### config.mk
export PLATFORM = sky130hd
export DESIGN_NAME = word_processor_record_to_markup_unit_flat
export DESIGN_NICKNAME = d
export VERILOG_FILES = /design/src/hdl/wprm_pkg.sv /design/src/hdl/wprm_if.sv /design/src/hdl/word_processor_record_to_markup_unit.sv /design/src/hdl/wprm_front.sv /design/src/hdl/wprm_queue.sv /design/src/hdl/wprm_back.sv /design/src/flat_wrapper.sv
export SDC_FILE = /design/constraint.sdc
export NUM_CORES = 1
export LEC_CHECK = 0
export BUFFER_PORTS_ARGS = -buffer_cell sky130_fd_sc_hd__buf_2
export CAP_MARGIN = 15
export CORE_MARGIN = 5
export CORE_UTILIZATION = 55
export CTS_BUF_LIST = sky130_fd_sc_hd__clkbuf_16
export CTS_CLUSTER_DIAMETER = 50
export DETAILED_ROUTE_END_ITERATION = 16
export HOLD_SLACK_MARGIN = 0.15
export PLACE_DENSITY_LB_ADDON = 0.05
export SYNTH_ARGS = -nofsm -noshare
export SYNTH_HDL_FRONTEND = slang
export SYNTH_SLANG_ARGS = --single-unit
export TNS_END_PERCENT = 10
### constraint.sdc
create_clock -name clk -period 6.41 [get_ports clk]
set_input_delay 0.3205 -clock clk [delete_from_list [all_inputs] [get_ports clk]]
set_output_delay 0.3205 -clock clk [all_outputs]
set_load 0.02 [all_outputs]
### src/hdl/wprm_pkg.sv
// Shared types and constants of the record-to-markup converter.
// Depends on nothing.
package wprm_pkg;

	localparam logic [3:0] TK_START   = 4'd0;
	localparam logic [3:0] TK_END     = 4'd1;
	localparam logic [3:0] TK_CHAR    = 4'd2;
	localparam logic [3:0] TK_SPACES  = 4'd3;
	localparam logic [3:0] TK_NEWLINE = 4'd4;
	localparam logic [3:0] TK_OPEN    = 4'd5;
	localparam logic [3:0] TK_CLOSE   = 4'd6;
	localparam logic [3:0] TK_ENTITY  = 4'd7;
	localparam logic [3:0] TK_ERROR   = 4'd8;

	localparam logic [1:0] STY_BOLD  = 2'd0;
	localparam logic [1:0] STY_SUP   = 2'd1;
	localparam logic [1:0] STY_SUB   = 2'd2;
	localparam logic [1:0] STY_UNDER = 2'd3;

	localparam logic [7:0] ENT_NBSP = 8'd0;
	localparam logic [7:0] ENT_AMP  = 8'd1;
	localparam logic [7:0] ENT_LT   = 8'd2;
	localparam logic [7:0] ENT_GT   = 8'd3;

	localparam logic [7:0] ERR_SIGNATURE = 8'd1;
	localparam logic [7:0] ERR_HEADER    = 8'd2;
	localparam logic [7:0] ERR_LINE      = 8'd3;

	localparam logic [8:0] SIG_POS       = 9'd4;
	localparam logic [7:0] SIG_VALUE     = 8'd79;
	localparam logic [7:0] REC_LINE      = 8'h00;
	localparam logic [7:0] REC_SPACES    = 8'hd0;
	localparam logic [7:0] CH_STICKY     = 8'd11;
	localparam logic [7:0] CH_TAB_A      = 8'h16;
	localparam logic [7:0] CH_TAB_B      = 8'h17;
	localparam logic [7:0] CH_PRINT      = 8'd32;
	localparam logic [7:0] CH_STYLE_LAST = 8'd8;
	localparam logic [7:0] CH_AMP        = 8'h26;
	localparam logic [7:0] CH_LT         = 8'h3c;
	localparam logic [7:0] CH_GT         = 8'h3e;

	// pending-token bits, in emit order
	localparam int PB_START = 0;
	localparam int PB_MAIN  = 1;
	localparam int PB_NL    = 2;
	localparam int PB_BOLD  = 3;
	localparam int PB_UNDER = 4;
	localparam int PB_SUP   = 5;
	localparam int PB_SUB   = 6;
	localparam int PB_COUNT = 7;

	typedef struct packed {
		logic [PB_COUNT-1:0] pend;
		logic [3:0]          kind;
		logic [7:0]          value;
	} desc_t;

endpackage

### src/hdl/wprm_if.sv
// Handshake channels of the converter: file words in, markup tokens out.
// Depends on nothing.
interface wprm_byte_if;
	logic       valid;
	logic       ready;
	logic       command;
	logic [7:0] data_byte;
	modport source(output valid, command, data_byte, input ready);
	modport sink(input valid, command, data_byte, output ready);
endinterface

interface wprm_tok_if;
	logic       valid;
	logic       ready;
	logic [3:0] token_kind;
	logic [7:0] token_value;
	logic       last_token;
	modport source(output valid, token_kind, token_value, last_token, input ready);
	modport sink(input valid, token_kind, token_value, last_token, output ready);
endinterface

### src/hdl/word_processor_record_to_markup_unit.sv
// Top level of the record-to-markup converter.
// Depends on wprm_pkg, wprm_if, wprm_front, wprm_queue and wprm_back.
//
// file_bytes carries one file word per handshake: command 0 with a data
// byte, or command 1 for end of file. tokens carries markup tokens, each
// with last_token set on the final token caused by a given file word.
// The front end parses a word in the cycle it is accepted and writes one
// descriptor (up to six tokens) into a QUEUE_DEPTH-entry queue; words that
// cause no token write nothing. The back end emits one token per cycle,
// while the receiver is ready, into an output register, so the first token
// of a word passes through its queue entry and then the output register.
// file_bytes takes one word per cycle while the queue has room; sustained
// throughput is set by the back end's one token per cycle, and bursts of
// several tokens per word are absorbed by the queue.
// When the receiver stalls, the output register holds its token and the
// queue fills; file_bytes.ready drops once the queue is full.
// Reset clears the parser to the header phase with all styles off and
// empties the queue and output register.
module word_processor_record_to_markup_unit import wprm_pkg::*; #(
	parameter int HEADER_BYTES = 300,
	parameter int QUEUE_DEPTH  = 4
) (
	input  logic       clk,
	input  logic       arst_n,
	wprm_byte_if.sink  file_bytes,
	wprm_tok_if.source tokens
);

	desc_t desc, head;
	logic  push, full, empty, pop, accept;

	assign file_bytes.ready = !full;
	assign accept = file_bytes.valid && !full;

	wprm_front #(.HEADER_BYTES(HEADER_BYTES)) u_front (
		.clk       (clk),
		.arst_n    (arst_n),
		.accept    (accept),
		.command   (file_bytes.command),
		.data_byte (file_bytes.data_byte),
		.push      (push),
		.desc      (desc)
	);

	wprm_queue #(.DEPTH(QUEUE_DEPTH)) u_queue (
		.clk       (clk),
		.arst_n    (arst_n),
		.push      (push),
		.push_data (desc),
		.full      (full),
		.pop       (pop),
		.head      (head),
		.empty     (empty)
	);

	wprm_back u_back (
		.clk    (clk),
		.arst_n (arst_n),
		.head   (head),
		.empty  (empty),
		.pop    (pop),
		.tokens (tokens)
	);

endmodule

### src/hdl/wprm_front.sv
// Front end: parses each file word and builds one token descriptor per word.
// Depends on wprm_pkg.
module wprm_front import wprm_pkg::*; #(
	parameter int HEADER_BYTES = 300
) (
	input  logic        clk,
	input  logic        arst_n,
	input  logic        accept,
	input  logic        command,
	input  logic [7:0]  data_byte,
	output logic        push,
	output desc_t       desc
);

	typedef enum logic [4:0] {
		PH_HEADER = 5'b00001,
		PH_LEN    = 5'b00010,
		PH_TYPE   = 5'b00100,
		PH_BODY   = 5'b01000,
		PH_DONE   = 5'b10000
	} phase_t;

	phase_t     phase_q, phase_n;
	logic [8:0] hpos_q, hpos_n;
	logic [7:0] len_q, len_n;
	logic [7:0] idx_q, idx_n;
	logic [6:0] tlen_q, tlen_n;
	logic       ret_q, ret_n;
	logic [3:0] flags_q, flags_n;
	logic       started_q;

	always_comb begin
		logic [3:0] cm1;
		logic [1:0] sty;
		logic       ret_eff;
		desc = '0;
		phase_n = phase_q;
		hpos_n = hpos_q;
		len_n = len_q;
		idx_n = idx_q;
		tlen_n = tlen_q;
		ret_n = ret_q;
		flags_n = flags_q;
		cm1 = data_byte[3:0] - 4'd1;
		sty = cm1[2:1];
		ret_eff = ret_q;
		if (!started_q) begin
			desc.pend[PB_START] = 1'b1;
		end
		if (phase_q != PH_DONE) begin
			if (command) begin
				desc.pend[PB_MAIN] = 1'b1;
				if (phase_q == PH_HEADER) begin
					desc.kind = TK_ERROR;
					desc.value = ERR_HEADER;
				end else if (phase_q == PH_BODY) begin
					desc.kind = TK_ERROR;
					desc.value = ERR_LINE;
				end else begin
					desc.kind = TK_END;
				end
				phase_n = PH_DONE;
			end else begin
				case (phase_q)
					PH_HEADER: begin
						if (hpos_q == SIG_POS && data_byte != SIG_VALUE) begin
							desc.pend[PB_MAIN] = 1'b1;
							desc.kind = TK_ERROR;
							desc.value = ERR_SIGNATURE;
							phase_n = PH_DONE;
						end else begin
							hpos_n = hpos_q + 9'd1;
							if (hpos_n >= 9'(HEADER_BYTES)) begin
								phase_n = PH_LEN;
							end
						end
					end
					PH_LEN: begin
						len_n = data_byte;
						phase_n = PH_TYPE;
					end
					PH_TYPE: begin
						phase_n = PH_LEN;
						if (data_byte == REC_LINE) begin
							idx_n = '0;
							tlen_n = '0;
							ret_n = 1'b0;
							if (len_q == 8'd0) begin
								desc.pend[PB_NL] = 1'b1;
							end else begin
								phase_n = PH_BODY;
							end
						end else if (data_byte == REC_SPACES) begin
							desc.pend[PB_MAIN] = (len_q != 8'd0);
							desc.kind = TK_SPACES;
							desc.value = len_q;
							desc.pend[PB_NL] = 1'b1;
							desc.pend[PB_BOLD] = flags_q[STY_BOLD];
							desc.pend[PB_UNDER] = flags_q[STY_UNDER];
							desc.pend[PB_SUP] = flags_q[STY_SUP];
							desc.pend[PB_SUB] = flags_q[STY_SUB];
							flags_n = '0;
						end
					end
					PH_BODY: begin
						if (idx_q == 8'd0) begin
							desc.pend[PB_MAIN] = (data_byte[6:0] != 7'd0);
							desc.kind = TK_SPACES;
							desc.value = {1'b0, data_byte[6:0]};
						end else if (idx_q == 8'd1) begin
							tlen_n = data_byte[6:0];
							ret_n = data_byte[7];
							ret_eff = data_byte[7];
						end else if ((idx_q - 8'd2) < {1'b0, tlen_q}) begin
							if (data_byte != 8'd0 && data_byte <= CH_STYLE_LAST) begin
								desc.kind = data_byte[0] ? TK_OPEN : TK_CLOSE;
								desc.value = {6'd0, sty};
								if (data_byte[0] != flags_q[sty]) begin
									desc.pend[PB_MAIN] = 1'b1;
									flags_n[sty] = data_byte[0];
								end
							end else if (data_byte == CH_STICKY || data_byte == CH_TAB_A
									|| data_byte == CH_TAB_B) begin
								desc.pend[PB_MAIN] = 1'b1;
								desc.kind = TK_ENTITY;
								desc.value = ENT_NBSP;
							end else if (data_byte >= CH_PRINT) begin
								desc.pend[PB_MAIN] = 1'b1;
								desc.kind = TK_ENTITY;
								if (data_byte == CH_AMP) begin
									desc.value = ENT_AMP;
								end else if (data_byte == CH_LT) begin
									desc.value = ENT_LT;
								end else if (data_byte == CH_GT) begin
									desc.value = ENT_GT;
								end else begin
									desc.kind = TK_CHAR;
									desc.value = data_byte;
								end
							end
						end
						idx_n = idx_q + 8'd1;
						if (idx_n >= len_q) begin
							desc.pend[PB_NL] = 1'b1;
							phase_n = PH_LEN;
							if (ret_eff) begin
								desc.pend[PB_BOLD] = flags_n[STY_BOLD];
								desc.pend[PB_UNDER] = flags_n[STY_UNDER];
								desc.pend[PB_SUP] = flags_n[STY_SUP];
								desc.pend[PB_SUB] = flags_n[STY_SUB];
								flags_n = '0;
							end
						end
					end
					default: begin
						phase_n = phase_q;
					end
				endcase
			end
		end
	end

	assign push = accept && (desc.pend != '0);

	always_ff @(posedge clk or negedge arst_n) begin
		if (!arst_n) begin
			phase_q <= PH_HEADER;
			hpos_q <= '0;
			len_q <= '0;
			idx_q <= '0;
			tlen_q <= '0;
			ret_q <= 1'b0;
			flags_q <= '0;
			started_q <= 1'b0;
		end else if (accept) begin
			phase_q <= phase_n;
			hpos_q <= hpos_n;
			len_q <= len_n;
			idx_q <= idx_n;
			tlen_q <= tlen_n;
			ret_q <= ret_n;
			flags_q <= flags_n;
			started_q <= 1'b1;
		end
	end

endmodule

### src/hdl/wprm_queue.sv
// Descriptor queue between the parsing front end and the token back end.
// Depends on wprm_pkg.
module wprm_queue import wprm_pkg::*; #(
	parameter int DEPTH = 4
) (
	input  logic  clk,
	input  logic  arst_n,
	input  logic  push,
	input  desc_t push_data,
	output logic  full,
	input  logic  pop,
	output desc_t head,
	output logic  empty
);

	localparam int PW = (DEPTH > 1) ? $clog2(DEPTH) : 1;
	localparam int CW = $clog2(DEPTH + 1);

	desc_t         entry_q [DEPTH];
	logic [PW-1:0] wr_q, rd_q;
	logic [CW-1:0] count_q;

	assign full = (count_q == CW'(DEPTH));
	assign empty = (count_q == '0);
	assign head = entry_q[rd_q];

	always_ff @(posedge clk) begin
		if (push) begin
			entry_q[wr_q] <= push_data;
		end
	end

	always_ff @(posedge clk or negedge arst_n) begin
		if (!arst_n) begin
			wr_q <= '0;
			rd_q <= '0;
			count_q <= '0;
		end else begin
			if (push) begin
				wr_q <= (wr_q == PW'(DEPTH - 1)) ? '0 : wr_q + PW'(1);
			end
			if (pop) begin
				rd_q <= (rd_q == PW'(DEPTH - 1)) ? '0 : rd_q + PW'(1);
			end
			if (push && !pop) begin
				count_q <= count_q + CW'(1);
			end else if (pop && !push) begin
				count_q <= count_q - CW'(1);
			end
		end
	end

endmodule

### src/hdl/wprm_back.sv
// Back end: expands descriptors into one token word per cycle while the receiver is ready.
// Depends on wprm_pkg and wprm_if.
module wprm_back import wprm_pkg::*; (
	input  logic          clk,
	input  logic          arst_n,
	input  desc_t         head,
	input  logic          empty,
	output logic          pop,
	wprm_tok_if.source    tokens
);

	logic [PB_COUNT-1:0] pend_q, sel, pick, rem;
	logic [3:0]          kind_q, kind_sel, tk_kind;
	logic [7:0]          value_q, value_sel, tk_value;
	logic                valid_q, advance;
	logic [3:0]          tkind_q;
	logic [7:0]          tvalue_q;
	logic                tlast_q;

	always_comb begin
		if (pend_q != '0) begin
			sel = pend_q;
			kind_sel = kind_q;
			value_sel = value_q;
		end else begin
			sel = empty ? '0 : head.pend;
			kind_sel = head.kind;
			value_sel = head.value;
		end
		pick = sel & (~sel + PB_COUNT'(1));
		rem = sel & ~pick;
		tk_kind = TK_CLOSE;
		tk_value = '0;
		if (pick[PB_START]) begin
			tk_kind = TK_START;
		end else if (pick[PB_MAIN]) begin
			tk_kind = kind_sel;
			tk_value = value_sel;
		end else if (pick[PB_NL]) begin
			tk_kind = TK_NEWLINE;
		end else if (pick[PB_BOLD]) begin
			tk_value = {6'd0, STY_BOLD};
		end else if (pick[PB_UNDER]) begin
			tk_value = {6'd0, STY_UNDER};
		end else if (pick[PB_SUP]) begin
			tk_value = {6'd0, STY_SUP};
		end else begin
			tk_value = {6'd0, STY_SUB};
		end
	end

	assign advance = (sel != '0) && (!valid_q || tokens.ready);
	assign pop = advance && (pend_q == '0);

	always_ff @(posedge clk or negedge arst_n) begin
		if (!arst_n) begin
			pend_q <= '0;
			valid_q <= 1'b0;
		end else begin
			if (advance) begin
				pend_q <= rem;
				valid_q <= 1'b1;
			end else if (tokens.ready) begin
				valid_q <= 1'b0;
			end
		end
	end

	always_ff @(posedge clk) begin
		if (pop) begin
			kind_q <= head.kind;
			value_q <= head.value;
		end
		if (advance) begin
			tkind_q <= tk_kind;
			tvalue_q <= tk_value;
			tlast_q <= (rem == '0);
		end
	end

	assign tokens.valid = valid_q;
	assign tokens.token_kind = tkind_q;
	assign tokens.token_value = tvalue_q;
	assign tokens.last_token = tlast_q;

endmodule

### src/flat_wrapper.sv
// flat-port wrapper written by rule: the top's interface ports become plain ports
module word_processor_record_to_markup_unit_flat import wprm_pkg::*;
#(
	parameter int HEADER_BYTES = 300,
	parameter int QUEUE_DEPTH  = 4
)
  (clk, arst_n, file_bytes_valid, file_bytes_command, file_bytes_data_byte, file_bytes_ready, tokens_valid, tokens_token_kind, tokens_token_value, tokens_last_token, tokens_ready);
  wprm_byte_if file_bytes_i ();
  wprm_tok_if tokens_i ();
  input  logic clk;
  input  logic arst_n;
  input wire logic [$bits(file_bytes_i.valid)-1:0] file_bytes_valid;
  input wire logic [$bits(file_bytes_i.command)-1:0] file_bytes_command;
  input wire logic [$bits(file_bytes_i.data_byte)-1:0] file_bytes_data_byte;
  output wire logic [$bits(file_bytes_i.ready)-1:0] file_bytes_ready;
  output wire logic [$bits(tokens_i.valid)-1:0] tokens_valid;
  output wire logic [$bits(tokens_i.token_kind)-1:0] tokens_token_kind;
  output wire logic [$bits(tokens_i.token_value)-1:0] tokens_token_value;
  output wire logic [$bits(tokens_i.last_token)-1:0] tokens_last_token;
  input wire logic [$bits(tokens_i.ready)-1:0] tokens_ready;
  assign file_bytes_i.valid = file_bytes_valid;
  assign file_bytes_i.command = file_bytes_command;
  assign file_bytes_i.data_byte = file_bytes_data_byte;
  assign file_bytes_ready = file_bytes_i.ready;
  assign tokens_valid = tokens_i.valid;
  assign tokens_token_kind = tokens_i.token_kind;
  assign tokens_token_value = tokens_i.token_value;
  assign tokens_last_token = tokens_i.last_token;
  assign tokens_i.ready = tokens_ready;
  word_processor_record_to_markup_unit #(.HEADER_BYTES(HEADER_BYTES), .QUEUE_DEPTH(QUEUE_DEPTH)) u_core (.clk(clk), .arst_n(arst_n), .file_bytes(file_bytes_i), .tokens(tokens_i));
endmodule
==> summary.txt <==
Synthesis
  • Synth Area in Adders: 0.0497
  • Synth Warn #: 0
  • Post-synthesis mux area share: 0.0787
  • Post-synth cell types: 77
  • #FFs+latches synth: 158
  • Post-synthesis sequential area ratio: 0.544
  • Simple-gate share of the synthesized area: 0.144
  • Syn Inst Count: 699
  • Top_reg_cell synth: edfxtp_1
  • Post-Syn Area: 8200 sq um
  • Asr flop ratio synth: 0.361
  • Syn Nets: 744
  • Xor-xnor portion of the synthesized cell area: 0.0299
  • Avg Cell Area, Syn: 11.7 sq um
  • Largest family of logic cells by synthesized area: simple AND/OR/NAND/NOR gates
  • Compound-Gate Fraction of Synth Area: 0.122
  • Post-synth EDFFs: 101

Setup path
  • Reg2Reg Launch Point: u_core.u_back.pend_q[3]
  • Worst Setup Start Kind: flip-flop
  • R2R depth: 11
  • Critical path class: reg -> reg
  • End of the worst register-to-register path: u_core.u_queue.count_q[1]
  • CP Launch Point: u_core.u_back.pend_q[3]
  • R2R Setup Slk: 2420 ps
  • Crit path to: u_core.u_queue.count_q[1]
  • CP Capture Type: flip-flop
  • Largest stage delay, worst path: 740 ps
  • Critical Path Slowest Stage Cell: a211oi_4
  • CP Max Fanout: 15
  • Crit-path most repeated cell: inv_1
  • Data arrival time of the worst path: 4300 ps
  • Critical Path RT: 6720 ps
  • Critical path, cell by cell: nor4_1, and3_1, o21ai_1, or3b_4, nor2_8, a211oi_4, inv_1, ha_1, inv_1, fa_1, mux2_2

Floorplan
  • Core area: 14600 sq um
  • Initial Util: 0.562
  • Area of the die: 17500 sq um
  • Die width: 132 microns
  • # rows: 44
  • Die Y: 132 microns
  • # IOs: 28

Clock tree
  • Num CTS Buffers: 17
  • Skew-Pair Late Insertion Delay: 420 ps
  • Clk root buf: clkbuf_16
  • Post_cts resized: 0
  • H-tree depth: 4
  • Post-CTS setup buffers: 0
  • CTS tree: built
  • Clk sinks: 158
  • Clock tree buffer depth: 2
  • Reg clk slew, reported paths: 70 ps

STA
  • Slew of the pin with the lowest slew margin: 947 ps
  • Fin crit period: 3990 ps
  • Max Slew Vio Count: 0
  • Final setup viols: 0
  • Hold slack final: 218 ps
  • Max frequency: 0.251 GHz
  • Final Hold Viols: 0
  • Clk_skew: 6.88 ps
  • RSZ-0062 raised after global routing: false
  • Slew Limit Headroom: 0.369
  • Period utilisation layout: 0.623
  • Setup TNS: 0 ps

Global route
  • Vias in the first global route: 5547
  • Antenna violations before repair: 0
  • Largest net degree at the start of global routing: 58
  • Total track usage: 0.201
  • GR Overflow Total: 0
  • First-pass GRT wire length: 28300 microns

Route
  • Routed length per instance: 18.5 microns
  • Vias per std cell: 6.03
  • Iter 0 DRT Violations: 460
  • Via count: 5522
  • DRT Pass-1 Iters: 5
  • ANT nets after route: 0
  • Remaining DRCs: 0
  • Routed wire length: 16900 microns

Power and ir drop
  • Worst vdd ir: 0.215 mV
  • Pwr dens: 382 nW/um^2
  • Total power: 3.44 mW
  • Leakage power: 3.48 nW

Placed design
  • IO Port Bufs: 27
  • Placed Instances: 882
  • Placed cell areas: 8450 sq um
  • Estimated wirelength of the detail-placed design: 11900 microns
  • GPL Wtd Cong: 0.930

Run
  • Reported max-cap violation count: 0

Finish
  • Ant. Diodes: 0
  • Post-Layout Cell Count: 915
  • Fraction of layout cells with a size suffix above 1: 0.150
  • Nets: 763
  • Fin area: 9020 sq um
  • Fillers: 1138
  • Area grow syn2layout: 9.94%

Hold path
  • Hold Path Class: in -> reg

Run status
  • Status: complete, no violations
power breakdown:
group | switching [mW] | total, mW | internal [mW]
Clock | 0.440 | 0.948 | 0.509
Sequential | 0.127 | 1.46 | 1.33
Combinational | 0.623 | 1.04 | 0.413
Total | 1.19 | 3.44 | 2.25
how the worst min path moves through the flow:
stage | to | cells past startpoint | startpoint
CTS | u_core.u_front.tlen_q[1] | 3 | file_bytes_data_byte[1]
detailed placement | u_core.u_front.tlen_q[4] | 2 | u_core.u_front.tlen_q[4]
global route | u_core.u_front.tlen_q[1] | 3 | file_bytes_data_byte[1]
floorplan | u_core.u_back.pend_q[1] | 0 | arst_n
finish | u_core.u_front.tlen_q[1] | 3 | file_bytes_data_byte[1]
global placement | u_core.u_front.ret_q | 2 | u_core.u_front.ret_q
worst max-delay path, delay by kind of cell, from the launching register on:
kind / cells / cell delay [ps]
mux: 1 / 270
simple gates: 4 / 1420
fa+ha+maj: 2 / 670
buf+inv: 2 / 240
compound gates: 2 / 840
flops: 1 / 440
cell usage after synthesis (4+ instances only):
cell type / n / area share
nand2b_1: 5 / 0.0038
nor2b_1: 7 / 0.0053
o21a_1: 5 / 0.0046
nand3_1: 15 / 0.0092
edfxtp_1: 101 / 0.37
o31ai_1: 6 / 0.0055
o211ai_1: 5 / 0.0046
a22oi_1: 6 / 0.0055
buf_2: 9 / 0.0055
a21o_1: 12 / 0.011
a31oi_1: 10 / 0.0076
clkbuf_1: 19 / 0.0087
ha_1: 31 / 0.047
a22o_1: 5 / 0.0053
nand2_1: 91 / 0.042
mux2_2: 9 / 0.012
dfrtp_1: 56 / 0.17
inv_1: 32 / 0.015
a21oi_1: 30 / 0.018
o22ai_1: 5 / 0.0038
xor2_1: 9 / 0.0096
and2_1: 11 / 0.0084
o21ai_0: 35 / 0.021
nor2_1: 43 / 0.020
nor4_1: 8 / 0.0061
mux4_2: 19 / 0.052
mux2i_1: 6 / 0.0073
a211oi_1: 4 / 0.0037
xnor2_1: 14 / 0.015
nand4_1: 8 / 0.0061
nor3_1: 13 / 0.0079
cell families (layout without fill, tap and decap cells):
| logic type | after synthesis | after routing |
|---|---|---|
| AOI/OAI and AO/OA | 151 | 151 |
| muxes | 37 | 37 |
| DFF | 158 | 158 |
| and+or+nand+nor | 232 | 232 |
| xor gates and xnor gates | 25 | 25 |
| adders and majority gates | 32 | 32 |
| buffers and inverters | 64 | 96 |
registers in the layout (all words and copies together) (netlist names), 2 cells and up:
name	flops
u_core.u_queue.entry_q	76
u_core.u_front.hpos_q	9
u_core.u_back.tokens.token_value	8
u_core.u_back.value_q	8
u_core.u_front.idx_q	8
u_core.u_front.len_q	8
u_core.u_front.tlen_q	7
u_core.u_back.pend_q	6
u_core.u_front.phase_q	5
u_core.u_back.kind_q	4
u_core.u_back.tokens.token_kind	4
u_core.u_front.flags_q	4
u_core.u_queue.count_q	3
u_core.u_queue.rd_q	2
u_core.u_queue.wr_q	2
metrics by stage:
| step | util | setup slack (ps) |
|---|---|---|
| 4_1_cts | 0.618 | 2420 |
| 2_1_floorplan | - | 3020 |
| 5_1_grt | 0.618 | 2190 |
| 3_3_place_gp | 0.579 | 2520 |
| 6_report | 0.618 | 2420 |
| 3_5_place_dp | 0.579 | 2450 |
routing by layer:
| layer | up-vias | GRT usage | part of all wire |
|---|---|---|---|
| li1 | 2645 | - | - |
| met1 | 2736 | 0.268 | 0.45 |
| met2 | 125 | 0.335 | 0.50 |
| met3 | 16 | 0.0466 | 0.040 |
| met4 | 0 | 0.0537 | 0.012 |
| met5 | - | 0 | 0 |
repair_timing:
item / 4_1_cts / 5_1_grt
endpoints found under the setup margin: 0 / 0
endpoints found under the hold margin: 56 / 0
hold buffers: 1 / 0
final cells by class:
class / instances / area (sq um) / area share
Inverter: 32 / 120 / 0.0133
Sequential cell: 158 / 4460 / 0.495
Multi-Input combinational cell: 477 / 3480 / 0.385
Clock buffer: 17 / 425 / 0.0472
Clock inverter: 15 / 131 / 0.0146
Timing Repair Buffer: 32 / 175 / 0.0194
Tap cell: 184 / 230 / 0.0255
cells in the final DEF, fill, tap and decap left out, drive strengths merged, types with 17 or more instances in the layout:
master,count
a21oi,30
buf,31
clkbuf,17
dfrtp,56
edfxtp,101
ha,31
inv,40
mux4,20
nand2,91
nor2,45
o21ai,39
Note: power is estimated with default switching activity, not from simulation.
